**config.mk**
```make
export PLATFORM = sky130hd
export DESIGN_NAME = hcs_cell
export DESIGN_NICKNAME = d
export VERILOG_FILES = /design/src/rtl/hcs_pkg.sv /design/src/rtl/hcs_cell.sv
export SDC_FILE = /design/constraint.sdc
export NUM_CORES = 1
export LEC_CHECK = 0
export ABC_CLOCK_PERIOD_IN_PS = 950
export BUFFER_PORTS_ARGS = -buffer_cell sky130_fd_sc_hd__buf_2
export CAP_MARGIN = 20
export CORE_ASPECT_RATIO = 2
export CORE_MARGIN = 8
export CORE_UTILIZATION = 47
export DETAILED_ROUTE_END_ITERATION = 6
export GPL_TIMING_DRIVEN = 0
export PLACE_DENSITY = 0.89
export RECOVER_POWER = 50
export SYNTH_ARGS = -nofsm -noshare
export SYNTH_HDL_FRONTEND = slang
export SYNTH_SLANG_ARGS = --single-unit
export TNS_END_PERCENT = 10
```
**constraint.sdc**
```tcl
create_clock -name clock -period 0.95 [get_ports clock]
set_clock_uncertainty 0.15 [all_clocks]
set_input_delay 0.0475 -clock clock [delete_from_list [all_inputs] [get_ports clock]]
set_output_delay 0.0475 -clock clock [all_outputs]
set_load 0.005 [all_outputs]
```
**src/rtl/hcs_pkg.sv**
```systemverilog
// Shared types, register indexes and default sizes for the Harris corner strength block.
// No dependencies; every other file imports it.
package hcs_pkg;

   localparam int DEF_MAX_WIDTH  = 2048;
   localparam int DEF_MAX_HEIGHT = 4096;
   localparam int DEF_MAX_WINDOW = 7;

   localparam int GRAD_W     = 8;
   localparam int STRENGTH_W = 47;
   localparam int PIX_COL_W  = 11;
   localparam int PIX_ROW_W  = 12;
   localparam int CSR_IDX_W  = 3;
   localparam int CSR_DATA_W = 47;

   localparam logic [CSR_IDX_W-1:0] REG_FRAME_WIDTH  = 3'd0;
   localparam logic [CSR_IDX_W-1:0] REG_FRAME_HEIGHT = 3'd1;
   localparam logic [CSR_IDX_W-1:0] REG_WINDOW_SIZE  = 3'd2;
   localparam logic [CSR_IDX_W-1:0] REG_K_COEFF      = 3'd3;
   localparam logic [CSR_IDX_W-1:0] REG_THRESHOLD    = 3'd4;

   typedef enum logic [2:0] {
      ST_IDLE,
      ST_READ,
      ST_DRAIN,
      ST_SHIFT,
      ST_SUM,
      ST_MUL1,
      ST_MUL2,
      ST_OUT
   } hcs_state_type;

   typedef struct packed {
      logic shift;
      logic clear;
   } hcs_cell_ctl_type;

endpackage

```
**src/rtl/hcs_cell.sv**
```systemverilog
// One column cell of the window chain: holds the column sums of gx*gx, gy*gy, gx*gy.
// Depends on hcs_pkg for the cell control struct.
module hcs_cell import hcs_pkg::*; #(
   parameter int CSW = 20
) (
   input  logic             clock,
   input  hcs_cell_ctl_type ctl,
   input  logic [CSW-1:0]   prev_xx,
   input  logic [CSW-1:0]   prev_yy,
   input  logic [CSW-1:0]   prev_xy,
   output logic [CSW-1:0]   col_xx,
   output logic [CSW-1:0]   col_yy,
   output logic [CSW-1:0]   col_xy
);

   logic [CSW-1:0] xx_ff, yy_ff, xy_ff;

   // take the neighbor's sums, or drop to zero at the start of a row
   always_ff @(posedge clock) begin
      if (ctl.shift) begin
         xx_ff <= ctl.clear ? '0 : prev_xx;
         yy_ff <= ctl.clear ? '0 : prev_yy;
         xy_ff <= ctl.clear ? '0 : prev_xy;
      end
   end

   assign col_xx = xx_ff;
   assign col_yy = yy_ff;
   assign col_xy = xy_ff;

endmodule

```
==> flow_summary_export.csv, run 1 <==
group,metric,value,unit
run_status,status,"finished with violations",
run_status,violations,"negative hold slack, negative setup slack",
worst_setup_path,end_kind,"output port",
worst_setup_path,crit_path_start_kind,"flop",
worst_setup_path,cp_num_cells,1,
worst_setup_path,slowest_delay,400,ps
sta,fin_crit,1070,ps
cts,cts_buffers,9,
routing,viasPerCell,4.57,
cells_and_area,drive_gt1_share,43.0,%
synthesis,netlist_area,2210,sq um
worst_hold_path,min_path_type,"in -> reg",
routing,vias,1738,
cts,htreeDepth,3,
routing,ant_nets,0,
sta,worst_pin_slew,688,ps
global_route,antenna_found_initial,2,
die,chipHeight,113,um
global_route,grt_max_degree,32,
global_route,grt_pass1_vias,1907,
die,num_rows,35,
placement,gp_congestion,0.728,
worst_setup_path,arrival,870,ps
cts,tritoncts,"built",
cells_and_area,stdcell_area,3680,sq um
global_route,overflow,0,
worst_setup_path,required,750,ps
placement,portBuffers,121,
die,dieArea,7280,sq um
sta,finalHoldViolCount,40,
power,powerDensity,1640,nW/um^2
worst_setup_path,crit_buf_inv,1,
sta,fin_worst_hold_slack,-40.3,ps
synthesis,ys_ff_latch,60,
cells_and_area,nets,382,
routing,wire_per_inst,17.8,um
synthesis,syn_avg_cell_area,17.5,sq um
routing,drtPass1Iterations,4,
placement,place_area,2900,sq um
sta,worst_slack,-116,ps
die,die_w,64.5,um
cts,post_cts_buffers,0,
sta,setup_violations,92,
placement,pre_cts_ws,-391,ps
worst_setup_path,critical_path_class,"reg -> out",
worst_setup_path,path_cells,"buf_2",
die,pin_count,123,
synthesis,synth_top_area_cell,"edfxtp_1",
cts,root_buffer,"clkbuf_8",
cells_and_area,regArea,1800,sq um
synthesis,ys_warn_count,0,
sta,max_freq,938,MHz
cells_and_area,multi_input_area,375,sq um
global_route,gr-usage-all-layers,18.5,%
routing,routed_wl,6.77,mm
sta,slew_headroom,54.1,%
cells_and_area,fillers,267,
cts,cts_sinks,60,
cts,clock_path_buffers,2,
synthesis,yosysSeqAreaShare,81.6,%
synthesis,synth_top_area_share,81.6,%
power,leakage,0.00156,uW
job,maxCapViolCount,0,
die,initial_core_util,48.5,%
synthesis,netlist_instances,126,
sta,drv_slew,0,
sta,finalCritPeriodShare,112,%
routing,drt_iter0_drc,63,
worst_setup_path,crit_fanout,1,
global_route,grt_first_pass_wirelength,10.0,mm
cts,hold_buffers,60,
synthesis,yosysUniqueCellTypes,3,
placement,dp_hpwl,3.98,mm
worst_setup_path,cp_top_family,"flip-flops",
sta,grt_setup_unrepaired,"yes",
die,coreArea,4550,sq um
cts,path_clk_slew,70,ps
worst_setup_path,timing.critical_path.from,"col_xx[5]",
worst_setup_path,cp-endpoint,"col_xx[5]",
synthesis,synth_nets,189,
routing,drc,0,
synthesis,synth.area.top_cells,"edfxtp_1, nor2b_1, buf_2",
power,irDropWorstVdd,1960,uV
cells_and_area,area_delta_synth_final,66.8,%
worst_setup_path,cp_slowest_cell,"edfxtp_1",
-- worst min-delay path by stage --
stage                 from         end  slack, ps  depth (start not counted)
2_1_floorplan       ctl[1]   col_xx[0]         10                          0
3_3_place_gp   prev_xx[14]  col_xx[14]        180                          2
3_5_place_dp   prev_yy[11]  col_yy[11]        190                          2
4_1_cts             ctl[0]  col_yy[11]        -60                          2
5_1_grt             ctl[0]   col_xx[4]        -40                          2
6_report            ctl[0]  col_xy[14]        -40                          2
-- kinds of logic (layout without fill, tap and decap cells) --
group                  count (synthesis)  in the layout  synth area share [%]
buffers and inverters                  6            203                  1.36
flip-flops                            60             60                  81.6
other                                  0              2                     0
AND/OR/NAND/NOR                       60             60                  17.0
-- metrics by stage --
stage,util (%),TNS (ps),cells,hold WS [ps],total power [uW]
floorplan,-,0,126,10.0,3400
finish,80.8,-5480,380,-40.3,6030
global placement,63.3,-33170,302,185,3770
global route,80.8,-8630,380,-37.6,6250
CTS,80.8,-4470,378,-58.5,6030
detailed placement,63.7,-16920,303,191,3810
-- repair_timing --
item,CTS,global route
gates resized for setup,1,0
gates cloned,0,0
hold endpoints to repair,60,33
endpoints found under the setup margin,91,60
-- synthesized netlist by cell type (all sizes together) --
cell and count:
buf 6, edfxtp 60, nor2b 60
-- power breakdown --
part / switching (uW) / internal, uW
clock network: 874 / 1190
logic: 316 / 456
registers: 50.1 / 3150
total: 1240 / 4790
-- sequential cells by signal, indices dropped and copies added (netlist names) --
| register | flops |
|---|---|
| col_xx | 20 |
| col_xy | 20 |
| col_yy | 20 |
-- per-layer routing --
layer	vias to the layer above	wire [um]	global-route usage, %	part of all wire, %
li1	825	-	-	-
met4	0	196	11.9	2.9
met2	80	3820	33.2	56
met1	816	2310	16.9	34
met3	17	436	6.03	6.4
met5	-	0	0	0
-- layout make-up --
cell class / count / share of cell area (%)
Timing Repair Buffer: 182 / 33.3
Clock buffer: 12 / 3.67
Clock inverter: 3 / 1.05
Tap cell: 55 / 1.87
Antenna cell: 2 / 0.136
Multi-Input combinational cell: 60 / 10.2
Sequential cell: 60 / 48.9
Buffer: 6 / 0.816
-- cells in the final DEF (no fill, tap or decap) --
cell type and n:
clkinv_1 1, clkinv_2 1, nor2b_1 60, bufinv_16 1, buf_2 127, clkbuf_1 3, buf_12 1, edfxtp_1 60
diode_2 2, clkbuf_8 9, dlygate4sd3_1 60
No activity file was read; power rests on OpenSTA's default activity.
==> inputs of run 2 (changes only) <==
Settings changed: ABC_CLOCK_PERIOD_IN_PS 950 to 1000, CORE_MARGIN 8 to 1.5, CORE_UTILIZATION 47 to 43, PLACE_DENSITY 0.89 to 0.83, SLEW_MARGIN from default to 15.
Clock period 0.95 ns to 1 ns, I/O delays scaled along.
==> run 2 against run 1 <==
Net effect:
- non-clock buffer count rose by 1
- utilization fell by 6.3 points
- count of clock-buffer cells in the layout fell by 1
- sequential power fell by 5%
- the run still ends with negative hold slack, negative setup slack left
- via count fell by 2.8%
- combinational power fell by 7.9%
- critical path type unchanged
- wire length fell by 15%
- global-route usage rose by 3.9 points
- worst setup slack improved by 48 ps
- sequential share of layout area rose by 0.30 points
==> flow_summary_export.csv, run 2 (same netlist as run 1, synthesis figures left out) <==
group,metric,value,unit
cts,path_clk_slew,60,ps
job,maxCapViolCount,0,
die,num_rows,36,
die,chipHeight,104,um
routing,ant_nets,0,
worst_setup_path,arrival,870,ps
sta,slew_headroom,69.3,%
cts,root_buffer,"clkbuf_8",
routing,viasPerCell,4.42,
cells_and_area,final_cells,382,
global_route,grt_pass1_vias,1809,
die,pin_count,123,
run_status,status,"finished with violations",
routing,routed_wl,5.73,mm
worst_setup_path,crit_path_start_kind,"flop",
global_route,gr-usage-all-layers,22.4,%
global_route,overflow,0,
cells_and_area,diodes,0,
routing,vias,1689,
power,leakage,0.00155,uW
worst_setup_path,critical_path_class,"reg -> out",
global_route,grt_first_pass_wirelength,8.55,mm
cells_and_area,mostFrequentLayoutCell,"buf_2",
cells_and_area,fillers,304,
cts,clock_path_buffers,2,
sta,fin_worst_hold_slack,-44.7,ps
cts,htreeDepth,3,
sta,max_freq,937,MHz
routing,drc,0,
worst_setup_path,required,800,ps
cells_and_area,final_util,74.5,%
die,die_w,53.7,um
die,dieArea,5600,sq um
sta,finalHoldViolCount,55,
worst_setup_path,crit_buf_inv,1,
worst_setup_path,end_kind,"output port",
worst_setup_path,path_cells,"buf_2",
die,initial_core_util,45.0,%
power,irDropWorstVdd,1530,uV
worst_hold_path,min_path_type,"in -> reg",
sta,finalCritPeriodShare,107,%
routing,drt_iter0_drc,30,
power,powerDensity,1490,nW/um^2
cts,tritoncts,"built",
worst_setup_path,slowest_delay,400,ps
placement,gp_congestion,0.785,
cts,cts_sinks,60,
run_status,violations,"negative hold slack, negative setup slack",
worst_setup_path,cp_top_family,"flip-flops",
sta,fin_tns_setup,-1160,ps
cells_and_area,drive_gt1_share,42.2,%
cts,cts_buffers,9,
sta,drv_slew,0,
cells_and_area,area_delta_synth_final,65.8,%
sta,grt_setup_unrepaired,"yes",
sta,fin_crit,1070,ps
sta,setup_violations,56,
placement,portBuffers,121,
sta,worst_pin_slew,461,ps
routing,drtPass1Iterations,3,
sta,worst_slack,-67.5,ps
global_route,antenna_found_initial,0,
placement,pre_cts_ws,-410,ps
worst_setup_path,cp_slowest_cell,"edfxtp_1",
worst_setup_path,crit_fanout,1,
routing,wire_per_inst,15.0,um
cells_and_area,nets,383,
global_route,grt_max_degree,35,
placement,dp_hpwl,3.34,mm
die,coreArea,4910,sq um
placement,place_inst,305,
cells_and_area,final_cell_mix,"buf_2, dlygate4sd3_1, nor2b_1, edfxtp_1, clkbuf_8",
==> run 2: cell types whose count changed in the layout (fill, tap and decap cells not counted) <==
cell and change:
clkinv_1 +4, buf_2 -1, dlygate4sd3_1 +1, buf_6 +1
buf_12 -1, diode_2 -2, clkbuf_1 -1, bufinv_16 -1
clkinv_2 -1, clkbuf_4 +1
==> run 2: per-layer routing <==
layer	global-route usage [%]	share of wire (%)	vias up
met5	0	0	-
met4	11.4	1.9	0
met3	5.75	5.4	8
met2	40.1	59	68
met1	21.7	33	786
li1	-	-	827
==> run 2: layout make-up <==
cell class | count | area [sq um] | area share [%]
sequential | 60 | 1800 | 49.2
multi-input combinational | 60 | 375 | 10.3
clock buffer | 11 | 131 | 3.59
clock inverter | 5 | 18.8 | 0.513
timing repair buffer | 183 | 1230 | 33.6
buffer | 6 | 30.0 | 0.821
tap | 57 | 71.3 | 1.95
==> run 2: timing repair <==
action,4_1_cts,5_1_grt
endpoints found under the setup margin,87,60
gates resized for setup,1,0
hold endpoints to repair,60,37
buffers inserted,0,0
hold buffers,60,1
==> run 2: report_power, final <==
group	switching [uW]	internal [uW]	total [uW]
sequential	48.9	2990	3040
combinational	280	431	711
clock	833	857	1690
total	1160	4280	5440
==> run 2: final timing paths <==
| path | start | endpoint | cells past startpoint |
|---|---|---|---|
| min | ctl[0] | col_xy[15] | 2 |
| max | col_xy[1] | col_xy[1] | 1 |
==> run 2: stage by stage <==
stage	area, sq um	total power (uW)
after floorplan	2210	3230
after global placement	2880	3570
after detailed placement	2910	3610
after CTS	3660	5470
after global routing	3660	5660
final	3660	5440
